--- config.mk ---
export PLATFORM = sky130hd
export DESIGN_NAME = c3dac_divider
export DESIGN_NICKNAME = d
export VERILOG_FILES = /design/src/sv/c3dac_pkg.sv /design/src/sv/c3dac_divider.sv
export SDC_FILE = /design/constraint.sdc
export NUM_CORES = 1
export LEC_CHECK = 0
export BUFFER_PORTS_ARGS = -buffer_cell sky130_fd_sc_hd__buf_2
export CAP_MARGIN = 20
export CORE_ASPECT_RATIO = 2
export CORE_MARGIN = 2
export CORE_UTILIZATION = 58
export DETAILED_ROUTE_END_ITERATION = 6
export GPL_ROUTABILITY_DRIVEN = 0
export PLACE_DENSITY = 0.92
export SLEW_MARGIN = 20
export SYNTH_ARGS = -nofsm -noshare
export SYNTH_HDL_FRONTEND = slang
export SYNTH_SLANG_ARGS = --single-unit
--- constraint.sdc ---
create_clock -name clk -period 3.7 [get_ports clk]
set_input_delay 0.37 -clock clk [delete_from_list [all_inputs] [get_ports clk]]
set_output_delay 0.37 -clock clk [all_outputs]
set_load 0.01 [all_outputs]
--- src/sv/c3dac_pkg.sv ---
// ---------------------------------------------------------------------------
// c3dac_pkg
// types and constants of the 3x3 convolution block
// ---------------------------------------------------------------------------
package c3dac_pkg;

  localparam int PIX_W     = 8;
  localparam int TAP_W     = 8;
  localparam int KROW_W    = 3 * TAP_W;
  localparam int DIVR_W    = 8;
  localparam int FW_W      = 9;
  localparam int FH_W      = 13;
  localparam int CFG_IDX_W = 3;
  localparam int CFG_DAT_W = KROW_W;
  localparam int ROW_OUT_W = 12;
  localparam int COL_OUT_W = 8;
  localparam int SUM_W     = 20;
  localparam int MAG_W     = SUM_W - 1;
  localparam int DIV_CNT_W = $clog2(MAG_W + 1);
  localparam int NUM_TAPS  = 9;
  localparam int PIX_MAX   = 255;

  localparam logic [CFG_IDX_W-1:0] REG_KERN_TOP = 3'd0;
  localparam logic [CFG_IDX_W-1:0] REG_KERN_MID = 3'd1;
  localparam logic [CFG_IDX_W-1:0] REG_KERN_BOT = 3'd2;
  localparam logic [CFG_IDX_W-1:0] REG_DIVISOR  = 3'd3;
  localparam logic [CFG_IDX_W-1:0] REG_ABS_MODE = 3'd4;
  localparam logic [CFG_IDX_W-1:0] REG_FWIDTH   = 3'd5;
  localparam logic [CFG_IDX_W-1:0] REG_FHEIGHT  = 3'd6;

  typedef enum logic [2:0] {
    ST_IDLE,
    ST_READ,
    ST_LAUNCH,
    ST_MAC,
    ST_DIV,
    ST_EMIT,
    ST_UPDATE
  } state_t;

  typedef struct packed {
    logic                    valid;
    logic signed [SUM_W-1:0] sum;
  } mac_link_t;

  typedef struct packed {
    logic                    start;
    logic signed [SUM_W-1:0] dividend;
    logic [DIVR_W-1:0]       divisor;
  } div_req_t;

  typedef struct packed {
    logic                    done;
    logic signed [SUM_W-1:0] quotient;
  } div_rsp_t;

endpackage

--- src/sv/c3dac_divider.sv ---
// ---------------------------------------------------------------------------
// c3dac_divider
// restoring divider, one quotient bit a cycle, truncates toward zero
// ---------------------------------------------------------------------------
module c3dac_divider (
  input  logic                clk,
  input  logic                rst_n,
  input  c3dac_pkg::div_req_t req,
  output c3dac_pkg::div_rsp_t rsp
);
  import c3dac_pkg::*;

  logic                    busy_r;
  logic                    done_r;
  logic [DIV_CNT_W-1:0]    cnt_r;
  logic [DIVR_W-1:0]       dvs_r;
  logic [DIVR_W-1:0]       rem_r;
  logic [MAG_W-1:0]        quo_r;
  logic                    neg_r;
  logic signed [SUM_W-1:0] res_r;

  logic [SUM_W-1:0]  mag;
  logic [DIVR_W:0]   trial;
  logic              qbit;
  logic [DIVR_W-1:0] rem_nxt;
  logic [MAG_W-1:0]  quo_nxt;

  always_comb begin
    mag     = req.dividend[SUM_W-1] ? SUM_W'(-req.dividend) : SUM_W'(req.dividend);
    trial   = {rem_r, quo_r[MAG_W-1]};
    qbit    = trial >= {1'b0, dvs_r};
    rem_nxt = qbit ? DIVR_W'(trial - {1'b0, dvs_r}) : DIVR_W'(trial);
    quo_nxt = {quo_r[MAG_W-2:0], qbit};
  end

  always_ff @(posedge clk) begin
    if (!rst_n) begin
      busy_r <= 1'b0;
      done_r <= 1'b0;
    end else begin
      done_r <= 1'b0;
      if (req.start) begin
        busy_r <= (req.divisor != '0);
        done_r <= (req.divisor == '0);
      end else if (busy_r && cnt_r == DIV_CNT_W'(1)) begin
        busy_r <= 1'b0;
        done_r <= 1'b1;
      end
    end
  end

  always_ff @(posedge clk) begin
    if (req.start) begin
      dvs_r <= req.divisor;
      neg_r <= req.dividend[SUM_W-1];
      quo_r <= mag[MAG_W-1:0];
      rem_r <= '0;
      cnt_r <= DIV_CNT_W'(MAG_W);
      res_r <= req.dividend;
    end else if (busy_r) begin
      quo_r <= quo_nxt;
      rem_r <= rem_nxt;
      cnt_r <= cnt_r - DIV_CNT_W'(1);
      if (cnt_r == DIV_CNT_W'(1)) begin
        res_r <= neg_r ? -$signed({1'b0, quo_nxt}) : $signed({1'b0, quo_nxt});
      end
    end
  end

  assign rsp.done     = done_r;
  assign rsp.quotient = res_r;
endmodule

# After elaboration in Yosys (flattened, before gate mapping)
# Cells that the tools add are included.
dict set report word_totals {
  reg_bits 63
  input_bits 31
  output_inout_bits 21
  wordCells 33
}
dict set report classes {
  add_sub_neg 4
  n_lt_le_gt_ge 1
  n_eq_ne 1
  mux 12
  reduce_logical 7
}
# operator n
set ops {}
lappend ops {{2-to-1 mux 20 bit} 4}
lappend ops {{2-to-1 mux 19 bit} 3}
lappend ops {{negation 19 -> 20 bit} 1}
lappend ops {{negation 19 bit} 1}
lappend ops {{greater-or-equal comparator 9 x 8 -> 1 bit} 1}
lappend ops {{zero test 8 bit} 1}
lappend ops {{2-to-1 mux 8 bit} 1}
lappend ops {{nonzero test 8 bit} 1}
lappend ops {{subtractor 8 bit} 1}
lappend ops {{nonzero test 2 bit} 3}
lappend ops {{== test 5 x 1 -> 1 bit (second input constant)} 1}
lappend ops {{subtractor 5 x 1 -> 5 bit (second input constant)} 1}
lappend ops {{2-to-1 mux 1 bit} 4}
lappend ops {{AND reduction 2 bit} 1}
lappend ops {{logical AND 1 bit} 1}

# Longest topological paths before layout
dict set report depth {
  ltp_word 6
  mapped_depth 14
  ltp_nobuf 12
}

# Worst setup path after synthesis
# No wires, ideal clock.
dict set report synth_path {
  path_type {register -> register}
  from {register dvs_r[3]}
  to {register res_r[14], data pin}
  setup_time_ns 0.260
  arrival_time_ns 3.172
  t_required_ns 3.440
  slack_ns 0.267
  stages_incl_launch_ff 13
  path_buffers 1
  synth_period_minus_slack_ns 3.433
  cell_sequence {edfxtp_1 inv_1 ha_1 o21a_1 o221a_2 buf_1 nor2_1 ha_1 or4b_4 or4_4 o31ai_4 xnor2_1 mux2_4}
}
dict set report synth_between {
  elab_chain_len 6
}
# item line_no
set synth_lines {}
lappend synth_lines {{start, declared} c3dac_divider.sv:16} ;# logic [DIVR_W-1:0] dvs_r;
lappend synth_lines {{start signal, assigned} c3dac_divider.sv:54} ;# dvs_r <= req.divisor;
lappend synth_lines {{greater-or-equal comparator 9 x 8 -> 1 bit} c3dac_divider.sv:31} ;# qbit = trial >= {1'b0, dvs_r};
lappend synth_lines {{negation 19 -> 20 bit} c3dac_divider.sv:65} ;# res_r <= neg_r ? -$signed({1'b0, quo_nxt}) : $signed({1'b0, quo_nxt});
lappend synth_lines {{2-to-1 mux 20 bit} c3dac_divider.sv:65}
lappend synth_lines {{2-to-1 mux 20 bit} c3dac_divider.sv:64} ;# if (cnt_r == DIV_CNT_W'(1)) begin
lappend synth_lines {{2-to-1 mux 20 bit} c3dac_divider.sv:60} ;# end else if (busy_r) begin
lappend synth_lines {{2-to-1 mux 20 bit} c3dac_divider.sv:53} ;# if (req.start) begin
lappend synth_lines {{end signal, assigned} c3dac_divider.sv:59} ;# res_r <= req.dividend;
lappend synth_lines {{end signal, assigned} c3dac_divider.sv:65}
lappend synth_lines {{end, declared} c3dac_divider.sv:20} ;# logic signed [SUM_W-1:0] res_r;
# No other way between the ends. The select of a mux whose other input is x is not followed.
# A chain may end at the register's enable or synchronous reset.

# Worst setup path in the final report
dict set report layout_path {
  from {register dvs_r[3]}
  to {register res_r[16], data pin}
}
# The elaborated chain is that of the path after synthesis.

==> results.yml <==
grt:
  grt_busiest_layer: "met2"
  antenna_found_initial: 0
  grt_pass1_vias: 3090
  track_usage: 0.257
  groute.layer.met1.usage: 0.348
  grtUsageMet3: 0.0510
  grt_max_degree: 84
  grt_first_pass_wirelength_um: 14300
  overflow: 0
  met2_usage: 0.384
sta:
  period_share: 0.929
  clock_skew_ns: 0.00762
  period_needed_ns: 3.44
  finalHoldViolCount: 0
  report.final.slew_viol_count: 0
  worstMarginPinSlew_ns: 0.879
  tns_ns: 0
  max_freq_mhz: 291
  layout_setup_ws_ns: 0.263
  rsz0062_at_grt: "false"
  setup_viol: 0
  max_slew_margin: 0.414
power:
  ir_drop_v: 0.000310
  p_switching_mw: 0.576
  p_clk_frac: 0.370
  cellLeakagePower_nw: 1.76
  sw_frac_of_total: 0.278
  p_int_mw: 1.50
  p_comb_frac: 0.192
  p_seq_frac: 0.438
  powerDensity_nw_per_um2: 467
yosys:
  synth-main-ff-cell: "edfxtp_1"
  synth-seq-area-share: 0.452
  ys_seq_elements: 63
  synth_edf_count: 48
  synth_area_um2: 3860
  syn_nets: 457
  ys_warn_count: 0
  yosys.cell_types.count: 54
  synth_area_per_cell_um2: 9.34
  yosysTopAreaCell: "edfxtp_1"
  netlist_instances: 413
  synth.area.top_cells: "edfxtp_1, dfxtp_1, xor2_1"
  synth.top_cell.area_share: 0.374
  async_flop_share: 0
clocking:
  cts_tree: "done"
  clk_latency_ns: 0.33
  clockRootBuffer: "clkbuf_16"
  path_clk_slew_ns: 0.05
  cts.sinks: 63
  ctsResizeCount: 0
  holdBufCountCts: 0
  postCtsSetupRepairBufs: 0
  clk_path_buf_depth: 2
  cts_buffers: 9
  htree_levels: 3
min_path:
  holdCritStartpoint: "req[5]"
  hold_path.class: "primary input to register"
detailed_routing:
  vias: 3415
  drt-initial-drc-count: 221
  wirelength_um: 8830
  ant_nets: 0
  drt-vias-per-instance: 6.22
  wl_per_cell_um: 16.1
  first_pass_iters: 5
  drc: 0
setup_path:
  worstPathMaxFanout: 4
  reg2reg_slack_ns: 0.26
  start_kind: "register"
  worstPathRequired_ns: 3.74
  worstPathArrival_ns: 3.48
  reg2reg_from: "dvs_r[3]"
  cp-end-kind: "register"
  crit_start: "dvs_r[3]"
  criticalPathCategory: "register to register"
die:
  fp.dieH_um: 119
  die_x_um: 61.7
  rows: 42
  design.core.area_um2: 6520
  start_util: 0.592
  ioPinCount: 52
  dieArea_um2: 7360
placed_design:
  io_buffers: 51
  dpl.hpwl_um: 6090
  dp_worst_setup_slack_ns: 0.287
status:
  outcome: "completed"
cells_and_area:
  drive_above_1_share: 0.169
  n_antenna_cell: 0
  nets: 500
  area_growth_pct: 15.2
run:
  cap_violations: 0
[synth_stat cells, types with 5 or more instances]
library cell  instances
o31ai_1               7
a31oi_1               5
buf_1                 5
o21ai_0              33
nor3_1                6
a311oi_1              5
nand2_1              40
and3_1                5
xnor2_1               6
nand3_1              16
edfxtp_1             48
o41ai_1               6
nor4_1                6
clkbuf_1             18
inv_1                19
ha_1                 12
xor2_1               25
or4_1                 8
a21oi_1              24
dfxtp_1              15
nor2_1               41
[cell type report]
class                      count  area, um^2
inverter                      19        71.3
tap                           88         110
clock buffer                  13         260
multi-input combinational    307        1950
clock inverter                 3        17.5
sequential                    63        1740
fill                         519        2070
timing repair buffer          56         293
[worst max-delay path: stages, from the launching register on]
cell,delay (ns)
edfxtp_1,0.32
inv_1,0.04
ha_1,0.33
o21a_1,0.23
o221a_2,0.28
nor2_1,0.15
ha_1,0.21
or4b_4,0.50
or4_4,0.54
o31ai_1,0.29
xor2_1,0.18
o21ai_0,0.09
[registers in the layout (all words and copies together), names as in the netlist]
signal,flops
quo_r,19
dvs_r,8
done_r,1
rem_r,8
res_r,20
neg_r,1
cnt_r,5
busy_r,1
[power groups by stage]
stage                     registers (mW)  clock network, mW  logic [mW]
after floorplan                    0.910                  0       0.272
after global placement             0.916                  0       0.372
after detailed placement           0.919                  0       0.387
after CTS                          0.907              0.766       0.392
after global routing               0.918              0.791       0.441
final                              0.909              0.768       0.398
[placed cells by master (no fill, tap or decap), types with 12 or more instances in the layout]
cell type | Yosys | routed
edfxtp_1 | 48 | 48
inv_1 | 19 | 19
nor2_1 | 41 | 41
xor2_1 | 25 | 25
nand3_1 | 16 | 16
buf_2 | 0 | 51
o21ai_0 | 33 | 33
ha_1 | 12 | 12
nand2_1 | 40 | 40
dfxtp_1 | 15 | 15
a21oi_1 | 24 | 24
[path summary, 6_finish.rpt]
path | end | depth (start not counted)
hold reg to reg | rem_r[2] | 2
setup reg to reg | res_r[16] | 11
hold / removal | dvs_r[5] | 1
setup / recovery | res_r[16] | 11
[through the flow]
stage,total power [mW],util,cells,area (um^2),hold slack (ns)
6_report,2.07,0.682,549,4440,0.229
5_1_grt,2.15,0.682,549,4440,0.234
4_1_cts,2.07,0.682,549,4440,0.228
3_5_place_dp,1.31,0.639,533,4170,0.497
3_3_place_gp,1.29,0.639,533,4170,0.489
2_1_floorplan,1.18,-,413,3860,0.468
[cells by family after synthesis]
family | after synthesis | synth area share
DFF | 63 | 0.452
AOI/OAI and AO/OA | 109 | 0.186
muxes | 5 | 0.0146
buffers and inverters | 43 | 0.0428
xor gates and xnor gates | 31 | 0.0704
and+or+nand+nor | 149 | 0.191
adders and majority gates | 13 | 0.0441
[metal layers]
layer | part of all wire | vias to the layer above
met5 | 0 | -
met3 | 0.10 | 26
met1 | 0.39 | 1566
met2 | 0.48 | 203
met4 | 0.028 | 0
li1 | - | 1620
Power figures use the tool's default switching activity.
