File: src/sv/c3dac_pkg.sv
// ---------------------------------------------------------------------------
// c3dac_pkg
// types and constants of the 3x3 convolution block
// ---------------------------------------------------------------------------
package c3dac_pkg;

  localparam int PIX_W     = 8;
  localparam int TAP_W     = 8;
  localparam int KROW_W    = 3 * TAP_W;
  localparam int DIVR_W    = 8;
  localparam int FW_W      = 9;
  localparam int FH_W      = 13;
  localparam int CFG_IDX_W = 3;
  localparam int CFG_DAT_W = KROW_W;
  localparam int ROW_OUT_W = 12;
  localparam int COL_OUT_W = 8;
  localparam int SUM_W     = 20;
  localparam int MAG_W     = SUM_W - 1;
  localparam int DIV_CNT_W = $clog2(MAG_W + 1);
  localparam int NUM_TAPS  = 9;
  localparam int PIX_MAX   = 255;

  localparam logic [CFG_IDX_W-1:0] REG_KERN_TOP = 3'd0;
  localparam logic [CFG_IDX_W-1:0] REG_KERN_MID = 3'd1;
  localparam logic [CFG_IDX_W-1:0] REG_KERN_BOT = 3'd2;
  localparam logic [CFG_IDX_W-1:0] REG_DIVISOR  = 3'd3;
  localparam logic [CFG_IDX_W-1:0] REG_ABS_MODE = 3'd4;
  localparam logic [CFG_IDX_W-1:0] REG_FWIDTH   = 3'd5;
  localparam logic [CFG_IDX_W-1:0] REG_FHEIGHT  = 3'd6;

  typedef enum logic [2:0] {
    ST_IDLE,
    ST_READ,
    ST_LAUNCH,
    ST_MAC,
    ST_DIV,
    ST_EMIT,
    ST_UPDATE
  } state_t;

  typedef struct packed {
    logic                    valid;
    logic signed [SUM_W-1:0] sum;
  } mac_link_t;

  typedef struct packed {
    logic                    start;
    logic signed [SUM_W-1:0] dividend;
    logic [DIVR_W-1:0]       divisor;
  } div_req_t;

  typedef struct packed {
    logic                    done;
    logic signed [SUM_W-1:0] quotient;
  } div_rsp_t;

endpackage

File: src/sv/c3dac_mac_cell.sv
// ---------------------------------------------------------------------------
// c3dac_mac_cell
// one tap of the multiply-accumulate chain
// ---------------------------------------------------------------------------
module c3dac_mac_cell (
  input  logic                        clk,
  input  logic                        rst_n,
  input  logic [c3dac_pkg::TAP_W-1:0] tap,
  input  logic [c3dac_pkg::PIX_W-1:0] pix,
  input  c3dac_pkg::mac_link_t        link_in,
  output c3dac_pkg::mac_link_t        link_out
);
  import c3dac_pkg::*;

  logic                    valid_r;
  logic signed [SUM_W-1:0] sum_r;
  logic signed [SUM_W-1:0] sum_nxt;
  logic signed [TAP_W+PIX_W:0] prod;

  assign prod    = $signed(tap) * $signed({1'b0, pix});
  assign sum_nxt = link_in.sum + SUM_W'(prod);

  always_ff @(posedge clk) begin
    if (!rst_n) begin
      valid_r <= 1'b0;
    end else begin
      valid_r <= link_in.valid;
    end
  end

  always_ff @(posedge clk) begin
    if (link_in.valid) begin
      sum_r <= sum_nxt;
    end
  end

  assign link_out.valid = valid_r;
  assign link_out.sum   = sum_r;
endmodule

File: config.mk
export PLATFORM = sky130hd
export DESIGN_NAME = c3dac_mac_cell
export DESIGN_NICKNAME = d
export VERILOG_FILES = /design/src/sv/c3dac_pkg.sv /design/src/sv/c3dac_mac_cell.sv
export SDC_FILE = /design/constraint.sdc
export NUM_CORES = 1
export LEC_CHECK = 0
export BUFFER_PORTS_ARGS = -buffer_cell sky130_fd_sc_hd__buf_2
export CORE_UTILIZATION = 45
export CTS_BUF_LIST = sky130_fd_sc_hd__clkbuf_16
export DETAILED_ROUTE_END_ITERATION = 12
export PLACE_DENSITY = 0.72
export REMOVE_ABC_BUFFERS = 1
export SYNTH_ARGS = -nofsm -noshare
export SYNTH_HDL_FRONTEND = slang
export SYNTH_SLANG_ARGS = --single-unit
File: constraint.sdc
create_clock -name clk -period 8.7 [get_ports clk]
set_input_delay 1.74 -clock clk [delete_from_list [all_inputs] [get_ports clk]]
set_output_delay 1.74 -clock clk [all_outputs]
set_load 0.02 [all_outputs]
# Word-level counts from Yosys, hierarchy flattened
# Index checks and enable logic that the tools add are counted.
[word_totals]
mem_bits_ro = 0
latch_bits = 0
word_cells = 4
memories = 0
output_inout_bits = 21
ramBits = 0
input_bits = 39
register_bits = 21
[op_classes]
n_mux = 0
bitwise = 0
shift = 0
div_mod_pow = 0
reduce_logical = 0
n_addsub = 1
eq_ne = 0
mul = 1
magnitude_cmp = 0
[op_table]
columns = ["operator", "n"]
rows = [
  ["adder 20 x 17 -> 20 bit", 1],
  ["multiplier 8 x 9 -> 17 bit", 1],
]

# Logic depth before layout (Yosys ltp)
# Gate-level depths: netlist of the first run.
[depth]
depth_word = 2
mapped_depth = 17
ltp_nobuf = 16

# Worst setup path before layout of the first run
# No wires, ideal clock.
[synth_timing]
kind = "in2reg"
startpoint = "input pix[6] (netlist bit)"
endpoint = "register sum_r[17] (data pin)"
path_slack_ps = 2755
required_time_ps = 8439
n_path_buf = 1
stages = 13
setup_ps = 261
t_arrival_ps = 5684
path_cell_list = "clkbuf_1 -> nand2_1 -> fa_1 -> inv_1 -> fa_1 -> fa_1 -> fa_1 -> fa_1 -> ha_1 -> o211ai_1 -> o21ai_2 -> a41o_1 -> o311a_1"
[synth_via]
elab_chain_cells = 2
[synth_lines]
columns = ["element", "line", "source"]
rows = [
  ["from (decl)", "c3dac_mac_cell.sv:9", "input logic [c3dac_pkg::PIX_W-1:0] pix,"],
  ["multiplier 8 x 9 -> 17 bit", "c3dac_mac_cell.sv:20", "assign prod = $signed(tap) * $signed({1'b0, pix});"],
  ["adder 20 x 17 -> 20 bit", "c3dac_mac_cell.sv:21", "assign sum_nxt = link_in.sum + SUM_W'(prod);"],
  ["via sum_nxt[17]", "c3dac_mac_cell.sv:17", "logic signed [SUM_W-1:0] sum_nxt;"],
  ["to (signal assigned)", "c3dac_mac_cell.sv:33", "sum_r <= sum_nxt;"],
  ["to (decl)", "c3dac_mac_cell.sv:16", "logic signed [SUM_W-1:0] sum_r;"],
]
# The timed path passes the listed nets, and every way through them passes these cells.
# A chain may end at the register's enable or synchronous reset.

# Final worst setup path of the first run
[layout_timing]
startpoint = "input tap[7] (netlist bit)"
endpoint = "register sum_r[17] (data pin)"
[layout_via]
elab_chain_cells = 2
[layout_lines]
columns = ["element", "line", "source"]
rows = [
  ["from (decl)", "c3dac_mac_cell.sv:8", "input logic [c3dac_pkg::TAP_W-1:0] tap,"],
  ["multiplier 8 x 9 -> 17 bit", "c3dac_mac_cell.sv:20", ""],
  ["adder 20 x 17 -> 20 bit", "c3dac_mac_cell.sv:21", ""],
  ["via sum_nxt[17]", "c3dac_mac_cell.sv:17", ""],
]
# The timed path passes the listed nets, and every way through them passes these cells.

==> results.sh, run 1 <==
export IMPL_cts_path_max_buffers=2
export IMPL_grt_pass1_vias=2547
export IMPL_cts_resized=0
export IMPL_insertedDiodeCount=0
export IMPL_placed_cells=519
export IMPL_yosysSeqAreaShare_pct=17.4
export IMPL_drtAntennaViolNets=0
export IMPL_nFillCells=738
export IMPL_finalInstanceArea_mm2=0.00406
export IMPL_tns_ps=0
export IMPL_crit_arrival_ps=5940
export IMPL_ys_ff_latch=21
export IMPL_cts_hold_fix_buffers=0
export IMPL_root_buffer="clkbuf_16"
export IMPL_path_clk_slew_ps=50
export IMPL_grt_usage_pct=16.4
export IMPL_die_y_um=91.1
export IMPL_cts_setup_buffers=0
export IMPL_net_switching_power_mw=0.544
export IMPL_register_area_um2=621
export IMPL_hold_violations=0
export IMPL_async_reset_ff_share_pct=0
export IMPL_crit_chain="buf_2 > inv_1 > fa_1 > inv_1 > fa_1 > fa_1 > fa_1 > fa_1 > ha_1 > o211ai_1 > o21ai_2 > a41o_1 > o311a_1"
export IMPL_fin_crit_ps=5940
export IMPL_clkPwrFrac_pct=8.0
export IMPL_drc=0
export IMPL_rows=32
export IMPL_hold_depth=2
export IMPL_place_area_mm2=0.00398
export IMPL_cp_slowest_cell="fa_1"
export IMPL_multi_input_area_mm2=0.00263
export IMPL_nNetsFinal=572
export IMPL_core_mm2=0.00769
export IMPL_cp_end_kind="flip-flop"
export IMPL_grt_max_degree=22
export IMPL_io_pins=60
export IMPL_path_max_fanout=11
export IMPL_slew_headroom_pct=70.1
export IMPL_cp_required_ps=8700
export IMPL_power_frac_comb_pct=74.2
export IMPL_peakVddDrop_uv=165
export IMPL_powerDensity_mw_per_mm2=286
export IMPL_dieArea_mm2=0.00830
export IMPL_crit_buf_inv=3
export IMPL_report_final_slew_viol_count=0
export IMPL_crit_path_frequent_cell="fa_1"
export IMPL_tightest_slew_ps=449
export IMPL_cts_tree="built"
export IMPL_drv_cap=0
export IMPL_power_internal_mw=0.617
export IMPL_cp_depth=13
export IMPL_die_w_um=91.1
export IMPL_drive_gt1_share_pct=16.4
export IMPL_finalPower_mw=1.16
export IMPL_drtIter0Drc=73
export IMPL_synth_area_mm2=0.00357
export IMPL_antenna_found_initial=0
export IMPL_cts_sinks=21
export IMPL_rsz0062_at_grt="false"
export IMPL_initial_core_util_pct=46.5
export IMPL_grt_pass1_wl_um=11100
export IMPL_via_per_inst=4.93
export IMPL_min_period_over_period_pct=68.3
export IMPL_fmax_mhz=168
export IMPL_max_stage_delay_ps=570
export IMPL_outcome="finished, final reports clean"
export IMPL_synth_ff_type="edfxtp_1"
export IMPL_synth_top_area_share_pct=28.6
export IMPL_hp_class="in -> reg"
export IMPL_syn_inst=362
export IMPL_p_sw_share_pct=46.9
export IMPL_io_buffers=59
export IMPL_gr_total_overflow=0
export IMPL_synth_edf_count=20
export IMPL_finalSetupViolations=0
export IMPL_synth_area_leader_cell="fa_1"
export IMPL_synthTopCellsByArea="fa_1, ha_1, edfxtp_1"
export IMPL_wl_per_cell_um=12.3
export IMPL_detail_route_first_pass_iterations=4
export IMPL_cts_htree_levels=1
export IMPL_yosysWarningCount=0
export IMPL_crit_type="in -> reg"
export IMPL_num_vias=2577
export IMPL_worst_setup_path_start_kind="input port"
export IMPL_instances_no_fill=523
export IMPL_area_growth_syn_to_layout_pct=13.5
export IMPL_finalWirelength_um=6450
export IMPL_leakage_nw=2.14
export IMPL_cts_buffers=3
export IMPL_synth_distinct_cells=36
export IMPL_seq_power_share_pct=17.8
export IMPL_place_congestion=0.842
export IMPL_hpwl_um=5660
export IMPL_synth_avg_cell_area_um2=9.87
export IMPL_cp_top_family="adder cells"
==> worst paths after layout <==
| path | from | to | slack (ps) |
|---|---|---|---|
| max | tap[7] | sum_r[17]$_DFFE_PP_ | 2760 |
| min | rst_n | valid_r$_SDFF_PN0_ | 1700 |
==> area by class of cell <==
class	instances	share of cell area [%]
inverters	80	7.41
clock buffers	3	1.85
well taps	102	3.15
clock inverters	1	0.0926
flip-flops and latches	21	15.3
multi-input cells	257	64.9
repair buffers	59	7.28
==> power groups by stage <==
| stage | combinational, mW | clock (mW) | sequential [mW] |
|---|---|---|---|
| after floorplan | 0.616 | 0 | 0.265 |
| after global placement | 0.855 | 0 | 0.209 |
| after detailed placement | 0.870 | 0 | 0.210 |
| after CTS | 0.879 | 0.0944 | 0.208 |
| after global routing | 0.979 | 0.0990 | 0.211 |
| final | 0.861 | 0.0927 | 0.207 |
==> flip-flops by register name (all words and copies together), names as in the netlist <==
name,flops
sum_r,20
valid_r,1
==> metrics by stage <==
| stage | util, % | worst slack (ps) | hold slack (ps) |
|---|---|---|---|
| after floorplan | - | 2800 | 1850 |
| after global placement | 51.7 | 2540 | 1950 |
| after detailed placement | 51.7 | 2470 | 1960 |
| after CTS | 52.8 | 2720 | 1700 |
| after global routing | 52.8 | 2500 | 1720 |
| final | 52.8 | 2760 | 1700 |
==> cells in the final DEF (no fill, tap or decap), drive strengths merged, types with 2 or more instances in the layout <==
master | netlist | routed
inv | 80 | 81
ha | 60 | 60
buf | 2 | 59
fa | 51 | 51
nand2 | 45 | 45
and2 | 22 | 22
edfxtp | 20 | 20
a21oi | 17 | 17
xnor2 | 13 | 13
o21ai | 12 | 12
nand2b | 9 | 9
xor2 | 4 | 4
nor2 | 4 | 4
nand3 | 3 | 3
clkbuf | 2 | 3
o21bai | 2 | 2
a31oi | 2 | 2
==> logic make-up after synthesis <==
group / after synthesis / synth area share (%)
AO/OA/AOI/OAI: 41 / 7.88
XOR/XNOR: 17 / 4.17
adder cells (fa/ha/maj): 111 / 49.6
buffers and inverters: 84 / 8.96
flip-flops: 21 / 17.4
multiplexers: 1 / 0.280
AND/OR/NAND/NOR: 87 / 11.8
==> metal layers <==
metal | up-vias | track usage (%) | routed length (um)
met5 | - | 0 | 0
met4 | 0 | 2.51 | 25
met3 | 4 | 1.93 | 259
met2 | 60 | 29.7 | 3390
met1 | 1245 | 21.4 | 2770
li1 | 1268 | - | -
==> cells in the mapped netlist (2+ instances only) <==
library cell / count
inv_1: 80
ha_1: 60
fa_1: 51
nand2_1: 45
and2_1: 22
edfxtp_1: 20
a21oi_1: 15
xnor2_1: 13
nand2b_1: 9
o21ai_0: 9
nor2_1: 4
xor2_1: 4
nand3_1: 3
a31oi_1: 2
clkbuf_1: 2
o21ai_1: 2
o21bai_1: 2
No activity file was read; power rests on OpenSTA's default activity.
==> run 2: changes to the inputs <==
- PLACE_DENSITY: 0.72 -> 0.75
- clock period: 8.7 -> 5.4 ns (I/O delays scaled with it)
==> run 2 against run 1 <==
Effect of this change: clock power up 60%; global-route usage up 1.9 points; die area unchanged; critical endpoint unchanged; clock-buffer cell count unchanged; sequential share of layout area down 0.66 points; critical path type unchanged; core utilization up 2.4 points; combinational power up 87%; worst hold slack worse by 650 ps; sequential power up 60%; wire length up 13%; final area up 4.5%; sequential cell count unchanged.
==> results.sh, run 2 (synthesis results as in run 1) <==
export IMPL_finalInstanceArea_mm2=0.00424
export IMPL_area_growth_syn_to_layout_pct=18.6
export IMPL_root_buffer="clkbuf_16"
export IMPL_hpwl_um=6440
export IMPL_detail_route_first_pass_iterations=4
export IMPL_antenna_found_initial=0
export IMPL_drv_cap=0
export IMPL_num_vias=2746
export IMPL_leakage_nw=2.24
export IMPL_final_common_cell="inv_1"
export IMPL_insertedDiodeCount=0
export IMPL_core_mm2=0.00769
export IMPL_cts_htree_levels=1
export IMPL_grt_usage_pct=18.3
export IMPL_io_buffers=59
export IMPL_setup_ws_ps=211
export IMPL_finalWirelength_um=7280
export IMPL_p_sw_share_pct=45.2
export IMPL_die_y_um=91.1
export IMPL_gr_total_overflow=0
export IMPL_fin_crit_ps=5190
export IMPL_die_w_um=91.1
export IMPL_tns_ps=0
export IMPL_crit_arrival_ps=5190
export IMPL_grt_pass1_vias=2831
export IMPL_nNetsFinal=593
export IMPL_rows=32
export IMPL_io_pins=60
export IMPL_via_per_inst=5.05
export IMPL_final_util_pct=55.1
export IMPL_drc=0
export IMPL_crit_type="in -> reg"
export IMPL_power_frac_comb_pct=77.1
export IMPL_path_clk_slew_ps=50
export IMPL_cts_buffers=3
export IMPL_drtIter0Drc=108
export IMPL_seq_power_share_pct=15.9
export IMPL_wl_per_cell_um=13.4
export IMPL_finalSetupViolations=0
export IMPL_drive_gt1_share_pct=21.3
export IMPL_report_final_slew_viol_count=0
export IMPL_cts_path_max_buffers=2
export IMPL_hold_violations=0
export IMPL_dieArea_mm2=0.00830
export IMPL_grt_max_degree=22
export IMPL_cts_sinks=21
export IMPL_place_area_mm2=0.00413
export IMPL_outcome="finished, final reports clean"
export IMPL_path_max_fanout=3
export IMPL_slew_headroom_pct=70.8
export IMPL_cp_required_ps=5400
export IMPL_cts_tree="built"
export IMPL_drtAntennaViolNets=0
export IMPL_largest_reg_flops=20
export IMPL_powerDensity_mw_per_mm2=494
export IMPL_layout_top_registers="sum_r (20), valid_r (1)"
export IMPL_rsz0062_at_grt="false"
export IMPL_power_internal_mw=1.15
export IMPL_finalPower_mw=2.09
export IMPL_min_period_over_period_pct=96.1
export IMPL_net_switching_power_mw=0.947
export IMPL_place_congestion=0.911
export IMPL_layout_common_cells="inv_1, buf_2, ha_1, fa_1, nand2_1"
export IMPL_initial_core_util_pct=46.5
export IMPL_peakVddDrop_uv=262
export IMPL_clkPwrFrac_pct=7.1
export IMPL_tightest_slew_ps=438
export IMPL_worst_setup_path_start_kind="input port"
export IMPL_largest_register="sum_r"
export IMPL_hp_class="in -> reg"
export IMPL_fmax_mhz=193
export IMPL_grt_pass1_wl_um=12300
export IMPL_nFillCells=739
export IMPL_cp_end_kind="flip-flop"
export IMPL_dpl_worst_slack_ps=-90.8
run 2: changes by cell type in the layout (fill, tap and decap cells not counted):
cell      change
buf_4        +21
ha_1          -2
a21oi_1       -1
a21oi_2       +1
ha_2          +1
ha_4          +1
o221ai_1      -1
o221ai_2      +1
run 2: worst max-delay path, stage by stage:
cell and delay [ps]:
buf_2 100, and2_1 160, fa_1 540, inv_1 70, fa_1 530, inv_1 50, fa_1 460, fa_1 530
fa_1 540, ha_2 280, o211ai_1 120, o21ai_2 120, a41o_1 270, o311a_1 330
run 2: final timing paths:
| path | startpoint | endpoint | slack, ps | cells past startpoint |
|---|---|---|---|---|
| worst max-delay path | pix[5] | sum_r[17]$_DFFE_PP_ | 210 | 14 |
| worst min-delay path | rst_n | valid_r$_SDFF_PN0_ | 1040 | 2 |
run 2: metrics by stage:
stage / hold slack, ps / cells
CTS: 1040 / 543
floorplan: 1190 / 358
finish: 1040 / 544
global route: 1040 / 544
global placement: 1290 / 539
detailed placement: 1300 / 539
run 2: layer usage:
metal  part of all wire (%)  track usage (%)  vias up
met5                      0                0        -
met4                   0.60             3.04        0
met3                    4.1             2.09        4
met2                     56             34.7       73
met1                     40             22.5     1360
li1                       -                -     1309
run 2: power groups by stage:
stage               sequential [mW]  clock, mW  combinational (mW)
detailed placement            0.337          0                1.55
global route                  0.339      0.159                1.80
global placement              0.338          0                1.49
CTS                           0.334      0.151                1.56
floorplan                     0.426          0               0.992
finish                        0.332      0.148                1.61
run 2: final cells by class:
cell class	instances	area [um^2]	area share, %
clock buffer	3	75.1	1.77
multi-input combinational	257	2660	62.7
timing repair buffer	80	453	10.7
clock inverter	1	3.75	0.0886
sequential	21	621	14.6
tap	102	128	3.01
inverter	80	300	7.09
run 2: repair_timing:
action	4_1_cts	5_1_grt
hold endpoints to repair	0	0
setup endpoints to repair	0	1
hold buffers	0	0
setup buffers	0	1
resized for setup	0	4
